**src/sv/sbm_pkg.sv**
```systemverilog
// Shared types, constants and codes for the smoothed bar level meter.
package sbm_pkg;

   // Bar storage and field widths.
   localparam int BAR_COUNT  = 48;
   localparam int BAR_W      = 6;
   localparam int LEVEL_W    = 15;
   localparam int SAMPLE_W   = 16;
   localparam int SUM_W      = 21;
   localparam int PER_BAR_W  = 6;
   localparam int STEP_W     = 14;
   localparam int PHASE_W    = 13;
   localparam int ACC_W      = 30;
   localparam int COEF_W     = 15;
   localparam int DIV_STEPS  = SUM_W;
   localparam int COUNT_W    = 5;

   // Smoothing weights in Q0.15: 0.8 for the old level, 0.2 for the new mean.
   localparam logic [COEF_W-1:0]  KEEP_OLD_Q15 = 15'd26214;
   localparam logic [COEF_W-1:0]  TAKE_NEW_Q15 = 15'd6554;
   localparam logic [LEVEL_W-1:0] LEVEL_MAX    = 15'h7FFF;
   localparam logic [STEP_W-1:0]  STEP_MAX     = 14'd8192;

   // Configuration register indexes and reset values.
   localparam int CSR_INDEX_W = 1;
   localparam logic [CSR_INDEX_W-1:0] CSR_DECIMATION_STEP = 1'd0;
   localparam logic [CSR_INDEX_W-1:0] CSR_SAMPLES_PER_BAR = 1'd1;
   localparam logic [STEP_W-1:0]      STEP_RESET          = 14'd1;
   localparam logic [PER_BAR_W-1:0]   PER_BAR_RESET       = 6'd11;

   // Input item.
   typedef struct packed {
      logic signed [SAMPLE_W-1:0] sample;
      logic                       frame_start;
   } req_payload_type;

   // Result item.
   typedef struct packed {
      logic [BAR_W-1:0]   bar_index;
      logic [LEVEL_W-1:0] bar_level;
      logic               last_bar;
   } rsp_payload_type;

   // Commands from the sequencer to the shared arithmetic unit.
   typedef struct packed {
      logic load;
      logic div_step;
      logic mul_old;
      logic mul_new;
   } arith_ctrl_type;

   // Sequencer states.
   typedef enum logic [2:0] {
      ST_IDLE,
      ST_DIVIDE,
      ST_MUL_OLD,
      ST_MUL_NEW,
      ST_WRITE
   } state_type;

endpackage

```
**src/sv/sbm_ram.sv**
```systemverilog
// Generic single-port-write, single-port-read RAM with registered read data.
module sbm_ram #(
   parameter int WIDTH  = 8,
   parameter int DEPTH  = 16,
   parameter int ADDR_W = (DEPTH > 1) ? $clog2(DEPTH) : 1
) (
   input  logic              clock,
   input  logic              wr_en,
   input  logic [ADDR_W-1:0] wr_addr,
   input  logic [WIDTH-1:0]  wr_data,
   input  logic              rd_en,
   input  logic [ADDR_W-1:0] rd_addr,
   output logic [WIDTH-1:0]  rd_data
);

   logic [WIDTH-1:0] mem_ff [DEPTH];
   logic [WIDTH-1:0] rd_data_ff;

   // Write port.
   always_ff @(posedge clock) begin
      if (wr_en) begin
         mem_ff[wr_addr] <= wr_data;
      end
   end

   // Registered read port.
   always_ff @(posedge clock) begin
      if (rd_en) begin
         rd_data_ff <= mem_ff[rd_addr];
      end
   end

   assign rd_data = rd_data_ff;

endmodule

```
**src/sv/sbm_arith.sv**
```systemverilog
// Shared arithmetic unit: bit-serial divider for the bar mean and the smoothing multiply.
module sbm_arith (
   input  logic                            clock,
   input  sbm_pkg::arith_ctrl_type         ctrl,
   input  logic [sbm_pkg::SUM_W-1:0]       dividend,
   input  logic [sbm_pkg::PER_BAR_W-1:0]   divisor,
   input  logic [sbm_pkg::LEVEL_W-1:0]     old_level,
   output logic [sbm_pkg::LEVEL_W-1:0]     new_level
);
   import sbm_pkg::*;

   logic [PER_BAR_W-1:0] rem_ff, rem_in;
   logic [SUM_W-1:0]     quo_ff, quo_in;
   logic [ACC_W-1:0]     acc_ff, acc_in;
   logic [PER_BAR_W:0]   trial;
   logic [PER_BAR_W:0]   trial_diff;
   logic [LEVEL_W-1:0]   mean_sat;

   // One restoring division step: shift in the next dividend bit, subtract if it fits.
   always_comb begin
      trial      = {rem_ff, quo_ff[SUM_W-1]};
      trial_diff = trial - {1'b0, divisor};
      rem_in     = rem_ff;
      quo_in     = quo_ff;
      if (ctrl.load) begin
         rem_in = '0;
         quo_in = dividend;
      end else if (ctrl.div_step) begin
         if (trial >= {1'b0, divisor}) begin
            rem_in = trial_diff[PER_BAR_W-1:0];
            quo_in = {quo_ff[SUM_W-2:0], 1'b1};
         end else begin
            rem_in = trial[PER_BAR_W-1:0];
            quo_in = {quo_ff[SUM_W-2:0], 1'b0};
         end
      end
   end

   // A mean above full scale can only come from a bar size lowered mid-bar; clamp it.
   always_comb begin
      if (quo_ff > SUM_W'(LEVEL_MAX)) begin
         mean_sat = LEVEL_MAX;
      end else begin
         mean_sat = quo_ff[LEVEL_W-1:0];
      end
   end

   // Weighted sum over two passes through the multiplier.
   always_comb begin
      acc_in = acc_ff;
      if (ctrl.mul_old) begin
         acc_in = ACC_W'(KEEP_OLD_Q15 * old_level);
      end else if (ctrl.mul_new) begin
         acc_in = acc_ff + ACC_W'(TAKE_NEW_Q15 * mean_sat);
      end
   end

   always_ff @(posedge clock) begin
      rem_ff <= rem_in;
      quo_ff <= quo_in;
      acc_ff <= acc_in;
   end

   // The weights sum to one, so the shifted result always fits in Q0.15.
   assign new_level = acc_ff[ACC_W-1:ACC_W-LEVEL_W];

endmodule

```
**src/sv/smoothed_bar_level_meter.sv**
```systemverilog
// Top level of the smoothed bar level meter: item accounting, sequencer and level store.
// Sequencing: an item that completes a bar has its result registered after the serial divider
//   (21 divider steps), two multiply passes and the write, which waits while the output is held.
// Input: an item that does not complete a bar leaves the block ready for the next item; after a
//   bar-completing item, input stalls until the 21-step serial divider, both passes and the write are done.
// Reset: synchronous, active high; counters, valid bits and levels read as zero at once.
module smoothed_bar_level_meter (
   input  logic                              clock,
   input  logic                              reset,
   input  logic                              req_valid,
   output logic                              req_stall,
   input  sbm_pkg::req_payload_type          req_payload,
   output logic                              rsp_valid,
   input  logic                              rsp_stall,
   output sbm_pkg::rsp_payload_type          rsp_payload,
   input  logic                              csr_write_en,
   input  logic [sbm_pkg::CSR_INDEX_W-1:0]   csr_index,
   input  logic [sbm_pkg::STEP_W-1:0]        csr_wdata
);
   import sbm_pkg::*;

   state_type              state_ff, state_in;
   logic [COUNT_W-1:0]     count_ff, count_in;
   logic [STEP_W-1:0]      step_ff, step_in;
   logic [PER_BAR_W-1:0]   per_bar_ff, per_bar_in;
   logic [PHASE_W-1:0]     phase_ff, phase_in;
   logic [PER_BAR_W-1:0]   kept_ff, kept_in;
   logic [BAR_W-1:0]       bar_ff, bar_in;
   logic [SUM_W-1:0]       sum_ff, sum_in;
   logic                   done_ff, done_in;
   logic [BAR_W-1:0]       hold_bar_ff, hold_bar_in;
   logic [BAR_COUNT-1:0]   valid_ff, valid_in;
   logic                   rsp_valid_ff, rsp_valid_in;
   rsp_payload_type        rsp_payload_ff, rsp_payload_in;

   logic                   accept;
   logic                   out_free;
   logic [STEP_W-1:0]      step_eff;
   logic [PER_BAR_W-1:0]   per_bar_eff;
   logic [PHASE_W-1:0]     phase_base;
   logic [PER_BAR_W-1:0]   kept_base;
   logic [BAR_W-1:0]       bar_base;
   logic [SUM_W-1:0]       sum_base;
   logic                   done_base;
   logic [STEP_W-1:0]      phase_inc;
   logic                   take;
   logic                   complete;
   logic [SAMPLE_W-1:0]    mag_raw;
   logic [LEVEL_W-1:0]     mag;
   logic [SUM_W-1:0]       sum_next;
   logic [PER_BAR_W-1:0]   kept_next;
   logic                   last_base;
   arith_ctrl_type         arith_ctrl;
   logic [LEVEL_W-1:0]     ram_rdata;
   logic [LEVEL_W-1:0]     old_level;
   logic [LEVEL_W-1:0]     new_level;
   logic                   ram_wr_en;

   assign accept   = req_valid && !req_stall;
   assign out_free = !rsp_valid_ff || !rsp_stall;

   // Configuration registers.
   always_comb begin
      step_in    = step_ff;
      per_bar_in = per_bar_ff;
      if (csr_write_en) begin
         case (csr_index)
            CSR_DECIMATION_STEP: step_in    = csr_wdata;
            CSR_SAMPLES_PER_BAR: per_bar_in = csr_wdata[PER_BAR_W-1:0];
            default: begin
               step_in    = step_ff;
               per_bar_in = per_bar_ff;
            end
         endcase
      end
   end

   // Out-of-range settings act as their nearest legal value.
   always_comb begin
      if (step_ff == '0) begin
         step_eff = STEP_W'(1);
      end else if (step_ff > STEP_MAX) begin
         step_eff = STEP_MAX;
      end else begin
         step_eff = step_ff;
      end
      per_bar_eff = (per_bar_ff == '0) ? PER_BAR_W'(1) : per_bar_ff;
   end

   // A frame start clears the frame state before this item is counted.
   always_comb begin
      phase_base = req_payload.frame_start ? '0 : phase_ff;
      kept_base  = req_payload.frame_start ? '0 : kept_ff;
      bar_base   = req_payload.frame_start ? '0 : bar_ff;
      sum_base   = req_payload.frame_start ? '0 : sum_ff;
      done_base  = req_payload.frame_start ? 1'b0 : done_ff;
   end

   // Magnitude of the sample, with the most negative code clamped to full scale.
   always_comb begin
      mag_raw = req_payload.sample[SAMPLE_W-1] ? (~req_payload.sample + SAMPLE_W'(1))
                                               : req_payload.sample;
      mag     = mag_raw[SAMPLE_W-1] ? LEVEL_MAX : mag_raw[LEVEL_W-1:0];
   end

   // Decimation, bar accumulation and bar completion.
   always_comb begin
      phase_inc = {1'b0, phase_base} + STEP_W'(1);
      take      = (phase_base == '0) && !done_base;
      sum_next  = sum_base + SUM_W'(mag);
      kept_next = kept_base + PER_BAR_W'(1);
      complete  = take && (kept_next >= per_bar_eff);
      last_base = (bar_base == BAR_W'(BAR_COUNT - 1));

      phase_in    = phase_ff;
      kept_in     = kept_ff;
      bar_in      = bar_ff;
      sum_in      = sum_ff;
      done_in     = done_ff;
      hold_bar_in = hold_bar_ff;
      if (accept) begin
         phase_in = (phase_inc >= step_eff) ? '0 : phase_inc[PHASE_W-1:0];
         kept_in  = kept_base;
         bar_in   = bar_base;
         sum_in   = sum_base;
         done_in  = done_base;
         if (complete) begin
            kept_in     = '0;
            sum_in      = '0;
            hold_bar_in = bar_base;
            bar_in      = last_base ? '0 : bar_base + BAR_W'(1);
            done_in     = last_base;
         end else if (take) begin
            kept_in = kept_next;
            sum_in  = sum_next;
         end
      end
   end

   // Sequencer next state.
   always_comb begin
      state_in = state_ff;
      count_in = count_ff;
      case (state_ff)
         ST_IDLE: begin
            count_in = '0;
            if (accept && complete) begin
               state_in = ST_DIVIDE;
            end
         end
         ST_DIVIDE: begin
            count_in = count_ff + COUNT_W'(1);
            if (count_ff == COUNT_W'(DIV_STEPS - 1)) begin
               state_in = ST_MUL_OLD;
            end
         end
         ST_MUL_OLD: state_in = ST_MUL_NEW;
         ST_MUL_NEW: state_in = ST_WRITE;
         ST_WRITE: begin
            if (out_free) begin
               state_in = ST_IDLE;
            end
         end
         default: state_in = ST_IDLE;
      endcase
   end

   // Sequencer outputs.
   always_comb begin
      req_stall           = 1'b1;
      arith_ctrl          = '0;
      ram_wr_en           = 1'b0;
      case (state_ff)
         ST_IDLE: begin
            req_stall       = 1'b0;
            arith_ctrl.load = accept && complete;
         end
         ST_DIVIDE:  arith_ctrl.div_step = 1'b1;
         ST_MUL_OLD: arith_ctrl.mul_old  = 1'b1;
         ST_MUL_NEW: arith_ctrl.mul_new  = 1'b1;
         ST_WRITE:   ram_wr_en           = out_free;
         default:    req_stall           = 1'b1;
      endcase
   end

   // Level store: an entry never written since reset reads as zero.
   always_comb begin
      old_level = valid_ff[hold_bar_ff] ? ram_rdata : '0;
      valid_in  = valid_ff;
      if (ram_wr_en) begin
         valid_in[hold_bar_ff] = 1'b1;
      end
   end

   sbm_ram #(
      .WIDTH (LEVEL_W),
      .DEPTH (BAR_COUNT)
   ) u_level_ram (
      .clock   (clock),
      .wr_en   (ram_wr_en),
      .wr_addr (hold_bar_ff),
      .wr_data (new_level),
      .rd_en   (accept && complete),
      .rd_addr (bar_base),
      .rd_data (ram_rdata)
   );

   sbm_arith u_arith (
      .clock     (clock),
      .ctrl      (arith_ctrl),
      .dividend  (sum_next),
      .divisor   (per_bar_eff),
      .old_level (old_level),
      .new_level (new_level)
   );

   // Output register: holds a result while the next item is being worked on.
   always_comb begin
      rsp_valid_in   = rsp_valid_ff && rsp_stall;
      rsp_payload_in = rsp_payload_ff;
      if (ram_wr_en) begin
         rsp_valid_in             = 1'b1;
         rsp_payload_in.bar_index = hold_bar_ff;
         rsp_payload_in.bar_level = new_level;
         rsp_payload_in.last_bar  = (hold_bar_ff == BAR_W'(BAR_COUNT - 1));
      end
   end

   always_ff @(posedge clock) begin
      if (reset) begin
         state_ff     <= ST_IDLE;
         count_ff     <= '0;
         step_ff      <= STEP_RESET;
         per_bar_ff   <= PER_BAR_RESET;
         phase_ff     <= '0;
         kept_ff      <= '0;
         bar_ff       <= '0;
         sum_ff       <= '0;
         done_ff      <= 1'b0;
         valid_ff     <= '0;
         rsp_valid_ff <= 1'b0;
      end else begin
         state_ff     <= state_in;
         count_ff     <= count_in;
         step_ff      <= step_in;
         per_bar_ff   <= per_bar_in;
         phase_ff     <= phase_in;
         kept_ff      <= kept_in;
         bar_ff       <= bar_in;
         sum_ff       <= sum_in;
         done_ff      <= done_in;
         valid_ff     <= valid_in;
         rsp_valid_ff <= rsp_valid_in;
      end
   end

   always_ff @(posedge clock) begin
      hold_bar_ff    <= hold_bar_in;
      rsp_payload_ff <= rsp_payload_in;
   end

   assign rsp_valid   = rsp_valid_ff;
   assign rsp_payload = rsp_payload_ff;

`ifndef SYNTHESIS
   // A bar-completing item always starts the divider.
   assert property (@(posedge clock) disable iff (reset)
      (accept && complete) |=> (state_ff == ST_DIVIDE))
      else $error("completed bar did not start the divider");

   // Leaving the write state always presents a result.
   assert property (@(posedge clock) disable iff (reset)
      (state_ff == ST_WRITE && out_free) |=> rsp_valid_ff)
      else $error("bar result was not presented");

   // The last-bar mark goes only with the final bar index.
   assert property (@(posedge clock) disable iff (reset)
      (rsp_valid && rsp_payload.last_bar) |-> (rsp_payload.bar_index == BAR_W'(BAR_COUNT - 1)))
      else $error("last_bar set on a bar other than the final one");

   // No new item is taken while a bar is in the arithmetic unit.
   assert property (@(posedge clock) disable iff (reset)
      (state_ff == ST_DIVIDE || state_ff == ST_MUL_OLD || state_ff == ST_MUL_NEW) |-> !accept)
      else $error("item accepted while a bar was being computed");
`endif

endmodule
```
**config.mk**
```make
export PLATFORM = sky130hd
export DESIGN_NAME = smoothed_bar_level_meter
export DESIGN_NICKNAME = d
export VERILOG_FILES = /design/src/sv/sbm_pkg.sv /design/src/sv/sbm_ram.sv /design/src/sv/sbm_arith.sv /design/src/sv/smoothed_bar_level_meter.sv
export SDC_FILE = /design/constraint.sdc
export NUM_CORES = 2
export LEC_CHECK = 0
export BUFFER_PORTS_ARGS = -buffer_cell sky130_fd_sc_hd__buf_2
export CORE_UTILIZATION = 44
export CTS_CLUSTER_DIAMETER = 50
export DETAILED_ROUTE_END_ITERATION = 12
export GPL_TIMING_DRIVEN = 1
export PLACE_DENSITY = 0.66
export SLEW_MARGIN = 30
export SYNTH_ARGS = -nofsm -noshare
export SYNTH_HDL_FRONTEND = slang
export SYNTH_HIERARCHICAL = 1
export SYNTH_SLANG_ARGS = --single-unit
```
**constraint.sdc**
```tcl
create_clock -name clock -period 14.8 [get_ports clock]
set_input_delay 2.96 -clock clock [delete_from_list [all_inputs] [get_ports clock]]
set_output_delay 2.96 -clock clock [all_outputs]
set_load 0.01 [all_outputs]
```
# --- After elaboration in Yosys (flattened, before gate mapping) ---
# Memories as Yosys holds them, arrays and structs flattened. A register that Yosys moved wholly into a read port is not among the register bits.
# Index checks and enable logic that the tools add are counted.
classes:
  eq_ne: 10
  add_sub_neg: 8
  n_mul: 2
  bitwise_logic: 3
  muxes: 44
  n_reduce_logical: 21
  order_cmp: 7
ops:
  columns: ["cell", "count"]
  rows:
  - ["$mux 21", 5]
  - ["$mux 30", 2]
  - ["$mux 6", 8]
  - ["$or 48x48->48", 1]
  - ["$mux 15", 3]
  - ["$add 30x28->30", 1]
  - ["$mul 14x15->29 const A", 1]
  - ["$mux 14", 2]
  - ["$mul 12x15->27 const A", 1]
  - ["$mux 13", 2]
  - ["$add 21x15->21", 1]
  - ["$gt 21x15->1 const B", 1]
  - ["$add 16x2->16 const B", 1]
  - ["$mux 16", 1]
  - ["$not 16->16", 1]
  - ["$pmux 3 s5", 1]
  - ["$add 13x1->14 const B", 1]
  - ["$ge 14x14->1", 1]
  - ["$gt 14x14->1 const B", 1]
  - ["$logic_not 14->1", 1]
  - ["$mux 1", 14]
  - ["$logic_not 13->1", 1]
  - ["$add 6x1->6 const B", 2]
  - ["$eq 6x6->1 const B", 2]
  - ["other kinds (25)", 40]
totals:
  ramBits: 720
  mem_count: 1
  input_bits: 37
  out_inout_bits: 24
  ff_bits: 209
  wordCells: 115
memory_table:
  columns: ["name", "depth", "width", "read_ports", "rd_ports_with_merged_regs", "write_ports", "line_no", "rtl"]
  rows:
  - ["u_level_ram.mem_ff", 48, 15, 1, 1, 1, "sbm_ram.sv:16", "logic [WIDTH-1:0] mem_ff [DEPTH];"]

# --- Longest topological paths before layout ---
logic_depth:
  word_depth: 7
  depth_mapped: 32
  ltp_nobuf: 32

# --- Cells and area by module ---
# The synthesis kept the hierarchy.
modules_own_cells:
  columns: ["module", "area_each_um2", "cells_per_inst", "n_inst"]
  rows:
  - ["sbm_ram", 28567.4, 1412, 1]
  - ["sbm_arith", 11733.8, 1234, 1]
  - ["smoothed_bar_level_meter", 8521.9, 1001, 1]

# --- Worst setup path after synthesis ---
# Ideal clock, no wire load.
synth_path:
  kind: "register to register"
  start: "register u_arith.quo_ff[20]"
  end: "register u_arith.acc_ff[29] (data pin)"
  stages_incl_launch_ff: 32
  required_ns: 14.532
  setup_slack_ns: 7.428
  arrival_time_ns: 7.104
  period_less_slack_ns: 7.372
  cell_sequence: "edfxtp_1 > nor4_4 > nand2_1 > clkbuf_1 > or2_2 > ha_1 > xor2_1 > ha_1 > fa_1 > fa_1 > inv_1 > fa_1 > inv_1 > ha_1 > o211a_1 > o21ai_1 > o31a_1 > o311a_1 > nor3_2 > and2_1 > o21ai_1 > nand2b_1 > xor2_1 > ha_1 > a21oi_1 > o21ai_0 > a21oi_1 > o21ai_0 > a21o_1 > a22oi_1 > xor2_1 > mux2i_1"
synth_via:
  elab_chain_len: 6
synth_lines:
  columns: ["item", "line_no", "rtl"]
  rows:
  - ["start: declaration", "sbm_arith.sv:13", "logic [SUM_W-1:0] quo_ff, quo_in;"]
  - ["start signal: assignment", "sbm_arith.sv:60", "quo_ff <= quo_in;"]
  - ["$gt 21x15->1", "sbm_arith.sv:41", "if (quo_ff > SUM_W'(LEVEL_MAX)) begin"]
  - ["$mux 15", "sbm_arith.sv:41", null]
  - ["$mul 12x15->27", "sbm_arith.sv:54", "acc_in = acc_ff + ACC_W'(TAKE_NEW_Q15 * mean_sat);"]
  - ["$add 30x28->30", "sbm_arith.sv:54", null]
  - ["$mux 30", "sbm_arith.sv:53", "end else if (ctrl.mul_new) begin"]
  - ["$mux 30", "sbm_arith.sv:51", "if (ctrl.mul_old) begin"]
  - ["via u_arith.acc_in[29]", "sbm_arith.sv:14", "logic [ACC_W-1:0] acc_ff, acc_in;"]
  - ["end signal: assignment", "sbm_arith.sv:61", "acc_ff <= acc_in;"]
  - ["end: declaration", "sbm_arith.sv:14", null]
# The timed path passes the listed nets, and every way through them passes these cells. The select of a mux whose other input is x is not followed.
# A chain may end at the register's enable or synchronous reset.

# --- Worst setup path after layout ---
layout_path:
  start: "register hold_bar_ff[1]"
  end: "register u_arith.acc_ff[22] (data pin)"
layout_via:
  elab_chain_len: 5
layout_lines:
  columns: ["item", "line_no", "rtl"]
  rows:
  - ["start: declaration", "smoothed_bar_level_meter.sv:31", "logic [BAR_W-1:0] hold_bar_ff, hold_bar_in;"]
  - ["start signal: assignment", "smoothed_bar_level_meter.sv:258", "hold_bar_ff <= hold_bar_in;"]
  - ["$bmux 1 s6", "smoothed_bar_level_meter.sv:188", "old_level = valid_ff[hold_bar_ff] ? ram_rdata : '0;"]
  - ["$mux 1 (not written as such)", "smoothed_bar_level_meter.sv:188", null]
  - ["$mux 15", "smoothed_bar_level_meter.sv:188", null]
  - ["via old_level[1]", "smoothed_bar_level_meter.sv:55", "logic [LEVEL_W-1:0] old_level;"]
  - ["$mul 14x15->29", "sbm_arith.sv:52", "acc_in = ACC_W'(KEEP_OLD_Q15 * old_level);"]
  - ["$mux 30", "sbm_arith.sv:51", null]
  - ["via u_arith.acc_in[22]", "sbm_arith.sv:14", null]
# The timed path passes the listed nets, and every way through them passes these cells. The select of a mux whose other input is x is not followed.

==> results.yml <==
clock_tree:
  numClockSinks: 943
  htree_levels: 3
  cts_tree: "done"
  path_clk_slew_ns: 0.06
  cts_resized: 0
  hold_buffers: 0
  numCtsBuffers: 103
  clk_latency_ns: 0.71
  post_cts_buffers: 0
  root_buffer: "clkbuf_16"
  cts_max_path_buffers: 3
place:
  hpwl_um: 74400
  placedCellCount: 5096
  port_buffers: 60
  gp_congestion: 0.834
  pre_cts_slack_ns: 6.55
finish:
  fill_cells: 9290
  syn_to_final_growth_pct: 11.7
  multi_input_area_mm2: 0.0201
  area.sequential_mm2: 0.0270
  final_cells: 5294
  nNetsFinal: 4174
  drive_gt1_share_pct: 13.5
grt:
  overflow: 0
  grt_pass1_wl_um: 176000
  grt_pass1_vias: 29400
  grt_max_degree: 113
  antenna_found_initial: 2
  grt_usage_pct: 20.5
pwr:
  switchingPower_mw: 1.32
  p_leak_nw: 19.8
  p_per_area_mw_per_mm2: 109
  clock_power_share_pct: 44.3
  comb_power_share_pct: 6.8
  sequentialPowerShare_pct: 48.8
  ir_drop_uv: 101
  switching_share_pct: 22.3
  power.internal_mw: 4.60
  total_power_mw: 5.92
worst_setup_path:
  cp_data_required_time_ns: 15.15
  worst-path-max-fanout: 17
  cp.arrival_ns: 8.74
  slowest_stage: "edfxtp_1"
  critPathKind: "reg -> reg"
  r2r_setup_slack_ns: 6.41
  cp-end-kind: "register"
  rr_endpoint: "u_arith/acc_ff[22]"
  rr_worst_depth: 26
  cpPeakStageDelay_ns: 0.67
  cpMostUsedCell: "fa_1"
  worstReg2RegStart: "hold_bar_ff[1]"
  worstSetupStartpointType: "register"
routing:
  postRouteAntennaNets: 0
  via_count: 29800
  drt_iter0_drc: 2860
  top_layer: "met4"
  met2_length_um: 53800
  drt_pass1_iterations: 6
  wl_per_cell_um: 21.8
  dr_wl_met3_um: 6590
  m1WireLength_um: 51500
  drc_errors: 0
  drt-total-wl_um: 115000
  viasPerCell: 5.63
synth:
  ys_ff_latch: 943
  yosysUniqueCellTypes: 104
  netlist_top_cells_area: "edfxtp_1 (50%), ha_1 (7.6%), dfxtp_1 (5.3%), mux2i_1 (5.2%), fa_1 (4.8%)"
  ys.flop_type: "edfxtp_1"
  syn_inst: 3647
  synthesis.area_mm2: 0.0488
  yosys.area.top_type: "edfxtp_1"
  synth.most_common_cell: "edfxtp_1"
  synth_edf_count: 813
  synthArstFlopShare_pct: 0
  ys_seq_area_share_pct: 55.3
  synth_warnings: 6
  syn-num-nets: 4095
  netlist.area_leader.share_pct: 50.0
  avgSynthCellArea_um2: 13.4
  synth_commonest_cells: "edfxtp_1 (813), ha_1 (295), mux2i_1 (254)"
die:
  die_area_mm2: 0.112
  rows: 121
  start_util_pct: 44.6
  die_h_um: 335
  die_w_um: 335
  coreArea_mm2: 0.109
  ios: 61
sta:
  tns_ns: 0
  max_freq_ghz: 0.119
  min_period_ns: 8.39
  holdWs_ns: 0.450
  fin_ws_ns: 6.41
  tightest_slew_ns: 0.982
  fin_crit_sh_pct: 56.7
  max-slew-margin-rel_pct: 34.5
  finalSetupViolCount: 0
  rsz0062_at_grt: "no"
  hold_viol_final: 0
  finClkSkew_ns: 0.0842
  drv_slew: 0
worst_hold_path:
  hold_path_end: "sum_ff[11]"
  hold_path_depth: 2
  hold_path_class: "reg -> reg"
  min-delay-start: "sum_ff[11]"
job:
  drv_cap: 0
outcome:
  status: "completed"
==> layout by cell type, fill, tap and decap left out, types with 11 or more instances in the layout <==
cell type and n:
a22oi_1 90, mux2_2 27, o21a_1 13, bufinv_16 12, a21o_1 32, o21ai_0 75, inv_1 253, o21ai_1 24
ha_1 295, a22o_1 39, dfxtp_1 130, xor2_1 52, buf_4 82, nor2b_2 11, nand4_1 13, mux4_2 76
clkbuf_1 21, o41ai_2 16, nand3_1 52, buf_2 59, edfxtp_1 813, fa_1 116, a21oi_1 187, a221oi_1 33
nand2_1 169, a211oi_1 19, clkinv_1 18, a31oi_1 13, nor2b_1 43, or2_2 21, and3_1 21, mux2i_1 254
clkinv_2 14, clkbuf_16 106, nor2_1 235, nor3_1 33, nand2b_1 36, xnor2_1 65, o22ai_1 20
==> worst max-delay path by stage <==
stage / depth (start not counted) / end / from / slack (ns)
floorplan: 31 / u_arith/acc_ff[29] / u_arith/quo_ff[20] / 7.43
global placement: 25 / u_arith/acc_ff[22] / hold_bar_ff[1] / 6.37
detailed placement: 26 / u_arith/acc_ff[22] / hold_bar_ff[1] / 6.55
CTS: 26 / u_arith/acc_ff[22] / hold_bar_ff[1] / 6.46
global route: 26 / u_arith/acc_ff[22] / hold_bar_ff[1] / 6.02
finish: 26 / u_arith/acc_ff[22] / hold_bar_ff[1] / 6.41
==> critical path, delay by kind of cell, from the launching register on <==
family          cells  cell delay, ns
fa+ha+maj           7            3.32
buf+inv             4            0.71
xor+xnor            1            0.19
flops               1            0.67
compound gates      9            1.88
simple gates        3            0.37
mux                 2            0.85
==> flip-flops by register name, summed over array words and instances, names as in the netlist, 6 cells and up <==
signal	cells
bar_ff	6
hold_bar_ff	6
kept_ff	6
per_bar_ff	6
phase_ff	13
rsp_payload	22
step_ff	14
sum_ff	21
u_arith/acc_ff	29
u_arith/quo_ff	21
u_arith/rem_ff	6
u_level_ram/mem_ff	720
u_level_ram/rd_data	15
valid_ff	48
==> cell families after synthesis <==
logic type               count (synthesis)  share of synthesized area (%)
flip-flops                             943                           55.3
AND/OR/NAND/NOR                        718                           7.18
AO/OA/AOI/OAI                          664                           9.53
buffers and inverters                  430                           3.89
adder cells (fa/ha/maj)                412                           12.3
multiplexers                           363                           9.63
XOR/XNOR                               117                           2.10
==> per-layer routing <==
| metal | GRT usage, % | vias to the layer above |
|---|---|---|
| li1 | - | 13800 |
| met1 | 29.1 | 15000 |
| met2 | 32.4 | 869 |
| met3 | 2.93 | 157 |
| met4 | 6.69 | 0 |
| met5 | 0 | - |
==> layout make-up <==
cell class / instances / area share [%]
diodes: 4 / 0.0184
clock buffers: 131 / 5.11
clock inverters: 62 / 1.37
inverters: 253 / 1.74
multi-input cells: 2274 / 36.8
flip-flops and latches: 943 / 49.6
well taps: 1476 / 3.39
repair buffers: 151 / 2.00
==> power by group through the flow <==
stage | Sequential [mW] | Clock, mW | Combinational [mW]
floorplan | 2.94 | 0 | 0.320
detailed placement | 2.95 | 0 | 0.402
CTS | 2.89 | 2.67 | 0.404
global route | 2.89 | 2.78 | 0.456
global placement | 2.95 | 0 | 0.395
finish | 2.89 | 2.62 | 0.405
==> metrics by stage <==
step / instance area (µm²) / util, %
floorplan: 48800 / -
global placement: 50800 / 46.4
detailed placement: 50900 / 46.5
CTS: 54500 / 49.8
global route: 54500 / 49.8
finish: 54500 / 49.8
Note: power is estimated with default switching activity, not from simulation.
